==> src/rtl/u8sd_pkg.sv <==
// ---------------------------------------------------------------------------
// u8sd_pkg
// Shared widths and byte-class constants for the UTF-8 stream decoder.
// ---------------------------------------------------------------------------
`timescale 1ns / 1ps

package u8sd_pkg;

  localparam int unsigned BYTE_W  = 8;
  localparam int unsigned CP_W    = 31;
  localparam int unsigned LEFT_W  = 3;
  localparam int unsigned OUT_W   = 32;   // code point padded to whole bytes

  // Lead patterns (prefix bits) and payload masks per sequence length
  localparam logic [7:0] CONT_MASK  = 8'hC0;
  localparam logic [7:0] CONT_PAT   = 8'h80;
  localparam logic [7:0] ASCII_MASK = 8'h80;
  localparam logic [7:0] L2_MASK    = 8'hE0;
  localparam logic [7:0] L2_PAT     = 8'hC0;
  localparam logic [7:0] L3_MASK    = 8'hF0;
  localparam logic [7:0] L3_PAT     = 8'hE0;
  localparam logic [7:0] L4_MASK    = 8'hF8;
  localparam logic [7:0] L4_PAT     = 8'hF0;
  localparam logic [7:0] L5_MASK    = 8'hFC;
  localparam logic [7:0] L5_PAT     = 8'hF8;
  localparam logic [7:0] L6_MASK    = 8'hFE;
  localparam logic [7:0] L6_PAT     = 8'hFC;

  localparam logic [7:0] L2_DATA    = 8'h1F;
  localparam logic [7:0] L3_DATA    = 8'h0F;
  localparam logic [7:0] L4_DATA    = 8'h07;
  localparam logic [7:0] L5_DATA    = 8'h03;
  localparam logic [7:0] L6_DATA    = 8'h01;
  localparam logic [7:0] CONT_DATA  = 8'h3F;

endpackage

==> src/rtl/utf8_stream_decoder_top.sv <==
// ---------------------------------------------------------------------------
// utf8_stream_decoder_top
// Byte-serial UTF-8 decoder: 1..6 byte forms, 31-bit code points, per-string
// end marker on the byte flagged with tlast.
// ---------------------------------------------------------------------------
//  channel  | dir | tdata                  | tuser    | tlast
//  ---------+-----+------------------------+----------+-----------------------
//  s_*      | in  | [7:0] in_byte          | -        | in_last (string end)
//  m_*      | out | [30:0] code_point, [31]0 | has_char | is_end
//
//  One byte per cycle sustained while m_* accepts results. A byte is held in the
//  input register, and its result is registered into the output register as the
//  byte retires. Both stages are the throughput limit: one transaction each
//  per clock. Bytes that yield no result (leads, mid-sequence continuations,
//  dropped bytes) retire without touching the output register, so they pass
//  even while m_* is stalled. rst is synchronous and clears valids and the
//  decoder state (no sequence pending).
// ---------------------------------------------------------------------------
`timescale 1ns / 1ps

module utf8_stream_decoder_top (
  input  logic        clk,
  input  logic        rst,
  // slave side
  input  logic        s_tvalid,
  output logic        s_tready,
  input  logic [7:0]  s_tdata,   // [7:0] in_byte
  input  logic        s_tlast,   // in_last
  // master side
  output logic        m_tvalid,
  input  logic        m_tready,
  output logic [31:0] m_tdata,   // [30:0] code_point, [31] zero pad
  output logic        m_tuser,   // [0] has_char
  output logic        m_tlast    // is_end
);

  // input register
  logic                              in_valid;
  logic [u8sd_pkg::BYTE_W-1:0]       in_byte;
  logic                              in_last;

  // decoder state
  logic [u8sd_pkg::LEFT_W-1:0]       bytes_left;
  logic [u8sd_pkg::LEFT_W-1:0]       bytes_left_next;
  logic [u8sd_pkg::CP_W-1:0]         partial_value;
  logic [u8sd_pkg::CP_W-1:0]         partial_value_next;

  // decode results for the byte in the input register
  logic                              done;
  logic [u8sd_pkg::CP_W-1:0]         value;
  logic [u8sd_pkg::CP_W-1:0]         shifted;
  logic                              emit;
  logic                              out_free;
  logic                              retire;

  assign out_free = !m_tvalid || m_tready;
  assign emit     = done || in_last;
  // a byte with no result never waits on the master side
  assign retire   = in_valid && (!emit || out_free);
  assign s_tready = !in_valid || retire;

  assign shifted = {partial_value[u8sd_pkg::CP_W-7:0], in_byte[5:0]};

  always_comb begin
    done               = 1'b0;
    value              = '0;
    bytes_left_next    = bytes_left;
    partial_value_next = partial_value;

    if ((in_byte & u8sd_pkg::CONT_MASK) == u8sd_pkg::CONT_PAT) begin
      // continuation: extend pending sequence, stray ones are dropped
      if (bytes_left != '0) begin
        bytes_left_next = bytes_left - u8sd_pkg::LEFT_W'(1);
        if (bytes_left == u8sd_pkg::LEFT_W'(1)) begin
          done               = 1'b1;
          value              = shifted;
          partial_value_next = '0;
        end else begin
          partial_value_next = shifted;
        end
      end
    end else begin
      // any other byte abandons a pending sequence and starts fresh
      bytes_left_next    = '0;
      partial_value_next = '0;
      if ((in_byte & u8sd_pkg::ASCII_MASK) == 8'h00) begin
        done  = 1'b1;
        value = u8sd_pkg::CP_W'(in_byte);
      end else if ((in_byte & u8sd_pkg::L2_MASK) == u8sd_pkg::L2_PAT) begin
        bytes_left_next    = u8sd_pkg::LEFT_W'(1);
        partial_value_next = u8sd_pkg::CP_W'(in_byte & u8sd_pkg::L2_DATA);
      end else if ((in_byte & u8sd_pkg::L3_MASK) == u8sd_pkg::L3_PAT) begin
        bytes_left_next    = u8sd_pkg::LEFT_W'(2);
        partial_value_next = u8sd_pkg::CP_W'(in_byte & u8sd_pkg::L3_DATA);
      end else if ((in_byte & u8sd_pkg::L4_MASK) == u8sd_pkg::L4_PAT) begin
        bytes_left_next    = u8sd_pkg::LEFT_W'(3);
        partial_value_next = u8sd_pkg::CP_W'(in_byte & u8sd_pkg::L4_DATA);
      end else if ((in_byte & u8sd_pkg::L5_MASK) == u8sd_pkg::L5_PAT) begin
        bytes_left_next    = u8sd_pkg::LEFT_W'(4);
        partial_value_next = u8sd_pkg::CP_W'(in_byte & u8sd_pkg::L5_DATA);
      end else if ((in_byte & u8sd_pkg::L6_MASK) == u8sd_pkg::L6_PAT) begin
        bytes_left_next    = u8sd_pkg::LEFT_W'(5);
        partial_value_next = u8sd_pkg::CP_W'(in_byte & u8sd_pkg::L6_DATA);
      end
      // 0xFE / 0xFF fall through: dropped
    end

    // end of string flushes anything incomplete
    if (in_last) begin
      bytes_left_next    = '0;
      partial_value_next = '0;
    end
  end

  // input register
  always_ff @(posedge clk) begin
    if (rst) begin
      in_valid <= 1'b0;
    end else if (s_tready) begin
      in_valid <= s_tvalid;
    end
    if (s_tready && s_tvalid) begin
      in_byte <= s_tdata;
      in_last <= s_tlast;
    end
  end

  // decoder state advances as each byte retires
  always_ff @(posedge clk) begin
    if (rst) begin
      bytes_left    <= '0;
      partial_value <= '0;
    end else if (retire) begin
      bytes_left    <= bytes_left_next;
      partial_value <= partial_value_next;
    end
  end

  // result register
  always_ff @(posedge clk) begin
    if (rst) begin
      m_tvalid <= 1'b0;
    end else if (out_free) begin
      m_tvalid <= retire && emit;
    end
    if (retire && emit) begin
      m_tdata <= {1'b0, value};
      m_tuser <= done;
      m_tlast <= in_last;
    end
  end

endmodule

==> config.mk <==
export PLATFORM = sky130hd
export DESIGN_NAME = utf8_stream_decoder_top
export DESIGN_NICKNAME = d
export VERILOG_FILES = /design/src/rtl/u8sd_pkg.sv /design/src/rtl/utf8_stream_decoder_top.sv
export SDC_FILE = /design/constraint.sdc
export NUM_CORES = 1
export LEC_CHECK = 0
export BUFFER_PORTS_ARGS = -buffer_cell sky130_fd_sc_hd__buf_4
export CORE_MARGIN = 1.5
export CORE_UTILIZATION = 28
export DETAILED_ROUTE_END_ITERATION = 6
export GPL_ROUTABILITY_DRIVEN = 0
export PLACE_DENSITY = 0.49
export RECOVER_POWER = 25
export SYNTH_ARGS = -nofsm -noshare
export SYNTH_HDL_FRONTEND = slang
export SYNTH_SLANG_ARGS = --single-unit
==> constraint.sdc <==
create_clock -name clk -period 3.22 [get_ports clk]
set_clock_uncertainty 0.1 [all_clocks]
set_input_delay 0.161 -clock clk [delete_from_list [all_inputs] [get_ports clk]]
set_output_delay 0.161 -clock clk [all_outputs]
set_load 0.05 [all_outputs]
==> flow_metrics.env, run 1 <==
export IMPL_grt_pass1_vias=2011
export IMPL_areaGrowthSynthToFinish_pct=24.8
export IMPL_synth_top_family_by_area="simple AND/OR/NAND/NOR gates"
export IMPL_synth_xor_xnor_area_share=0
export IMPL_drtIter0Drc=113
export IMPL_grt_max_degree=35
export IMPL_leakage_uw=0.00136
export IMPL_synth_edf_count=42
export IMPL_design_area_sq_mm=0.00373
export IMPL_critPathCaptureType="register"
export IMPL_fmax_ghz=0.409
export IMPL_worst_slew_pin_slew_ns=0.737
export IMPL_setup_violations=0
export IMPL_die_w_um=106
export IMPL_cts_root_buf="clkbuf_8"
export IMPL_finalSetupTns_ns=0
export IMPL_synthSimpleGateAreaFrac=0.221
export IMPL_core_sq_mm=0.0103
export IMPL_start_kind="register"
export IMPL_cp_slowest_cell="nor2_2"
export IMPL_postCtsSetupBuffers=0
export IMPL_muxShareOfSynthArea=0.0168
export IMPL_slowest_delay_ns=0.57
export IMPL_hold_violations=0
export IMPL_synth_compound_area_frac=0.0842
export IMPL_hpwl_um=4080
export IMPL_fin_nets=323
export IMPL_die_y_um=106
export IMPL_postSynthAreaPerCell_sq_um=12.0
export IMPL_synth_nets=266
export IMPL_n_antenna_cell=0
export IMPL_h_tree_depth=3
export IMPL_ys_async_sr_fraction=0
export IMPL_synth_area_sq_mm=0.00299
export IMPL_p_clk_frac=0.439
export IMPL_total_power_uw=2130
export IMPL_rows=37
export IMPL_grt_antenna_before_repair=0
export IMPL_overflow=0
export IMPL_ys_warn_count=0
export IMPL_vias_per_cell=4.62
export IMPL_worstSetupPathType="reg2reg"
export IMPL_maxSlewViolCount=0
export IMPL_rsz0062_at_grt="no"
export IMPL_route_detailed_drc=0
export IMPL_wl_per_cell_um=14.1
export IMPL_start_util=0.289
export IMPL_outcome="finished, final reports clean"
export IMPL_synth_distinct_cells=37
export IMPL_cts_reportedPaths_clkPinSlew_ns=0.07
export IMPL_ir_worst_vdd_mv=0.186
export IMPL_cap_violations=0
export IMPL_portBuffers=47
export IMPL_ys_ff_latch=72
export IMPL_cts_num_sinks=72
export IMPL_cp_max_fo=20
export IMPL_firstDrtPassIters=4
export IMPL_clock_path_buffers=2
export IMPL_power_frac_comb=0.083
export IMPL_num_vias=2071
export IMPL_worstHoldPathType="in2reg"
export IMPL_sw_frac_of_total=0.226
export IMPL_numCtsBuffers=9
export IMPL_tritoncts="yes"
export IMPL_min_period_over_period=0.760
export IMPL_relSlewSlack=0.508
export IMPL_p_int_uw=1650
export IMPL_drt_wl_total_um=6300
export IMPL_syn_inst=250
export IMPL_place_area_sq_mm=0.00347
export IMPL_layout_drive_gt1_share=0.167
export IMPL_grt_total_usage=0.119
export IMPL_worstPathCellList="inv_1 -> ha_1 -> nor4b_4 -> o21ai_2 -> nor2_2 -> buf_4"
export IMPL_critPathTopFamily="simple AND/OR/NAND/NOR gates"
export IMPL_clock_latency_ns=0.35
export IMPL_seqPwrFrac=0.477
export IMPL_ios=49
export IMPL_cp_arrival_ns=2.38
export IMPL_synthFlopType="edfxtp_1"
export IMPL_drtAntennaViolNets=0
export IMPL_yosysSeqAreaShare=0.623
export IMPL_cp_num_buf_inv=2
export IMPL_synth_fa_ha_area_frac=0.0126
export IMPL_finalCriticalPeriod_ns=2.45
export IMPL_power_density_mw_per_mm2=571
export IMPL_crit_required_ns=3.15
export IMPL_dieArea_sq_mm=0.0113
export IMPL_grt_pass1_wl_um=10400
export IMPL_p_switching_uw=482
worst register-to-register path, stage by stage (launching register included):
cell	delay, ns
dfxtp_1	0.37
inv_1	0.09
ha_1	0.24
nor4b_4	0.26
o21ai_2	0.11
nor2_2	0.57
buf_4	0.39
routing by layer:
| metal | vias to the layer above | wire, um | GRT usage |
|---|---|---|---|
| met4 | 0 | 114 | 0.0666 |
| met1 | 987 | 3070 | 0.161 |
| met3 | 9 | 298 | 0.0270 |
| met2 | 41 | 2810 | 0.175 |
| li1 | 1034 | - | - |
| met5 | - | 0 | 0 |
power by group through the flow:
stage          sequential [uW]  clock, uW  combinational, uW
6_report                  1020        936                178
5_1_grt                   1020        983                191
2_1_floorplan             1090          0               73.8
3_3_place_gp              1040          0                180
3_5_place_dp              1040          0                180
4_1_cts                   1020        952                190
cell families after synthesis:
family,after synthesis
other,1
and+or+nand+nor,105
muxes,5
adders and majority gates,3
DFF,72
AOI/OAI and AO/OA,40
buffers and inverters,24
timing repair:
item / in CTS / in global routing
endpoints found under the hold margin: 10 / 0
resized for setup: 0 / 0
hold buffers: 10 / 0
registers in the layout, indices dropped and copies added, names as in the netlist:
signal and count:
in_valid 1, m_tlast 1, in_last 1, in_byte 8, partial_value 25, m_tvalid 1
bytes_left 3, m_tdata 31, m_tuser 1
layout make-up:
type                       instances  area (sq um)
clock inverter                     5           129
tap                              136           170
multi-input combinational        154          1010
sequential                        72          1860
fill                            1032          6600
timing repair buffer              65           412
clock buffer                      11           131
inverter                           5          18.8
cell usage after synthesis (all sizes together), types with 4 or more instances:
cell type / n / area (sq um)
nand2b: 29 / 184
edfxtp: 42 / 1260
buf: 7 / 58.8
mux2i: 5 / 50.1
a21oi: 6 / 33.8
and2: 8 / 52.6
clkbuf: 12 / 45.0
nand3: 8 / 40.0
nor2: 4 / 15.0
o21ai: 24 / 128
nand4: 21 / 131
inv: 5 / 18.8
and3: 24 / 150
dfxtp: 30 / 601
stage by stage:
step	setup WS [ns]	std cells	hold slack [ns]	utilization
global route	0.609	448	0.0671	0.361
global placement	0.815	422	0.240	0.336
floorplan	0.220	250	0.160	-
CTS	0.714	448	0.0251	0.371
finish	0.774	448	0.0386	0.361
detailed placement	0.728	422	0.241	0.336
worst paths after layout:
path / slack (ns) / to / startpoint / cells after the start
min: 0.04 / m_tvalid$_SDFFE_PP0P_ / m_tready / 3
min reg2reg: 0.37 / partial_value[23]$_SDFFE_PP0P_ / partial_value[23]$_SDFFE_PP0P_ / 2
max reg2reg: 0.77 / m_tdata[9]$_SDFFCE_PN0P_ / bytes_left[0]$_SDFFE_PP0P_ / 6
max: 0.77 / m_tdata[9]$_SDFFCE_PN0P_ / bytes_left[0]$_SDFFE_PP0P_ / 6
layout by cell type (no fill, tap or decap), types with 4 or more instances in the layout:
cell type and instances:
and2_1 7, bufinv_16 4, nand4_1 21, a21oi_1 5, inv_1 5, clkbuf_4 9
o21ai_1 20, edfxtp_1 42, mux2i_1 5, clkbuf_8 9, nand2b_1 28, dlygate4sd3_1 10
and3_1 24, buf_4 19, clkbuf_1 29, nand3_1 8, dfxtp_1 30
Note: power is estimated with default switching activity, not from simulation.
==> run 2, diff against run 1 <==
- PLACE_DENSITY: 0.49 -> 0.47
- clock period: 3.22 -> 2.3 ns (I/O delays scaled with it)
==> run 2 against run 1 <==
Against the previous run: combinational power is 43% higher; first-iteration DRC count increased by 3.5%; sequential share of layout area rose by 0.24 points; critical path depth stayed put; sequential power grew 39%; count of clock-buffer cells in the layout did not move; wire length up 2.0%; die area did not move; critical endpoint is now s_tready; largest cell class unchanged; largest power group unchanged; highest routed layer unchanged.
==> flow_metrics.env, run 2 (synthesis gave the netlist of run 1 again) <==
export IMPL_holdCritStartpoint="rst"
export IMPL_sw_frac_of_total=0.240
export IMPL_cts_root_buf="clkbuf_8"
export IMPL_maxSlewViolCount=0
export IMPL_cts_num_sinks=72
export IMPL_worst_slew_pin_slew_ns=0.603
export IMPL_die_w_um=106
export IMPL_crit_required_ns=2.09
export IMPL_use_met3=0.0307
export IMPL_cp_arrival_ns=1.86
export IMPL_num_vias=2078
export IMPL_ios=49
export IMPL_worstHoldPathType="in2reg"
export IMPL_firstDrtPassIters=4
export IMPL_p_switching_uw=668
export IMPL_largest_register_ffs=31
export IMPL_cts_resized=0
export IMPL_final_common_cell="edfxtp_1"
export IMPL_vias_per_cell=4.62
export IMPL_top_register="m_tdata"
export IMPL_areaGrowthSynthToFinish_pct=24.2
export IMPL_gr_usage_met1=0.149
export IMPL_cts_reportedPaths_clkPinSlew_ns=0.07
export IMPL_drt_wl_total_um=6420
export IMPL_postCtsSetupBuffers=0
export IMPL_fillers=1065
export IMPL_overflow=0
export IMPL_grt_pass1_wl_um=10400
export IMPL_portBuffers=47
export IMPL_rr_startpoint="bytes_left[0]$_SDFFE_PP0P_"
export IMPL_dp_cells=423
export IMPL_outcome="finished, final reports clean"
export IMPL_clock_path_buffers=2
export IMPL_drtAntennaViolNets=0
export IMPL_grt_pass1_vias=2133
export IMPL_die_y_um=106
export IMPL_cp_slowest_cell="dfxtp_1"
export IMPL_ir_worst_vdd_mv=0.301
export IMPL_core_sq_mm=0.0103
export IMPL_critPathTopFamily="simple AND/OR/NAND/NOR gates"
export IMPL_worstPathCellList="inv_1 -> ha_1 -> nor4b_4 -> o21ai_2 -> or2_4 -> buf_4"
export IMPL_cp_max_fo=3
export IMPL_clock_latency_ns=0.34
export IMPL_drtIter0Drc=117
export IMPL_grt_antenna_before_repair=0
export IMPL_n_antenna_cell=0
export IMPL_start_kind="register"
export IMPL_mostFrequentLayoutCells="edfxtp_1, dfxtp_1, nand2b_1, clkbuf_1, and3_1"
export IMPL_hpwl_um=4070
export IMPL_regArea_sq_mm=0.00186
export IMPL_cts_hold_buf=11
export IMPL_tritoncts="yes"
export IMPL_hold_violations=0
export IMPL_h_tree_depth=3
export IMPL_finalSetupTns_ns=0
export IMPL_cap_violations=0
export IMPL_cp_num_buf_inv=2
export IMPL_relSlewSlack=0.595
export IMPL_min_period_over_period=0.901
export IMPL_fin_cells=450
export IMPL_p_int_uw=2120
export IMPL_busiest_layer="met2"
export IMPL_p_clk_frac=0.398
export IMPL_layout_drive_gt1_share=0.172
export IMPL_grt_max_degree=35
export IMPL_slowest_delay_ns=0.37
export IMPL_grtUsageMet2=0.192
export IMPL_start_util=0.289
export IMPL_critPathLaunch="bytes_left[0]$_SDFFE_PP0P_"
export IMPL_setup_violations=0
export IMPL_critPathCaptureType="primary output"
export IMPL_rows=37
export IMPL_leakage_uw=0.00136
export IMPL_fmax_ghz=0.483
export IMPL_worstSetupPathType="reg2out"
export IMPL_rsz0062_at_grt="no"
export IMPL_route_detailed_drc=0
export IMPL_power_density_mw_per_mm2=750
export IMPL_finalCriticalPeriod_ns=2.07
export IMPL_dieArea_sq_mm=0.0113
export IMPL_grt_total_usage=0.121
export IMPL_wl_per_cell_um=14.3
export IMPL_top_regs="m_tdata x31, partial_value x25, in_byte x8"
export IMPL_seqPwrFrac=0.511
export IMPL_multi_input_area_sq_mm=0.00101
export IMPL_numCtsBuffers=9
export IMPL_power_frac_comb=0.091
export IMPL_fin_nets=325
==> run 2: cell types whose count changed in the layout (fill, tap and decap cells not counted) <==
cell           delta
nor2_2            -1
nor2_4            +1
dlygate4sd3_1     +1
clkbuf_8          +1
clkinv_4          -1
clkinv_2          +2
inv_6             +1
clkbuf_1          -1
buf_4             +1
bufinv_16         -2
==> run 2: worst register-to-register path, cell delays in order, from the launching register on <==
cell	delay, ns
dfxtp_1	0.37
inv_1	0.09
ha_1	0.24
nor4b_4	0.25
buf_4	0.29
nand2b_1	0.26
and2_1	0.16
==> run 2: stage by stage <==
step / power (uW) / area [sq um] / util / hold WS, ns / worst slack (ns)
after floorplan: 1630 / 3000 / - / 0.114 / 0.197
after global placement: 1710 / 3480 / 0.337 / 0.195 / 0.474
after detailed placement: 1710 / 3480 / 0.337 / 0.196 / 0.413
after CTS: 2830 / 3810 / 0.369 / 0.0443 / 0.208
after global routing: 2890 / 3710 / 0.359 / 0.0662 / 0.138
final: 2780 / 3710 / 0.359 / 0.0518 / 0.228
==> run 2: worst paths after layout <==
| kind | cells past startpoint | to | slack (ns) |
|---|---|---|---|
| worst max-delay path | 6 | s_tready | 0.23 |
| worst min-delay path | 2 | in_valid$_SDFFE_PP0P_ | 0.05 |
| worst max register to register | 6 | m_tdata[5]$_DFFE_PP_ | 0.41 |
| worst min register to register | 2 | partial_value[19]$_SDFFE_PP0P_ | 0.36 |
==> run 2: layer usage <==
layer	vias up	part of all wire
met3	10	0.041
met5	-	0
met4	0	0.020
li1	1039	-
met1	987	0.47
met2	42	0.47
==> run 2: area by class of cell <==
type / instances / area share
clock buffers: 11 / 0.0381
clock inverters: 5 / 0.0212
inverters: 5 / 0.00506
multi-input cells: 154 / 0.272
flip-flops and latches: 72 / 0.502
well taps: 136 / 0.0459
repair buffers: 67 / 0.116
==> run 2: power by group through the flow <==
stage	registers, uW	logic, uW	clock network [uW]
finish	1420	254	1110
global route	1430	270	1190
CTS	1420	271	1140
detailed placement	1450	255	0
global placement	1450	255	0
floorplan	1520	105	0
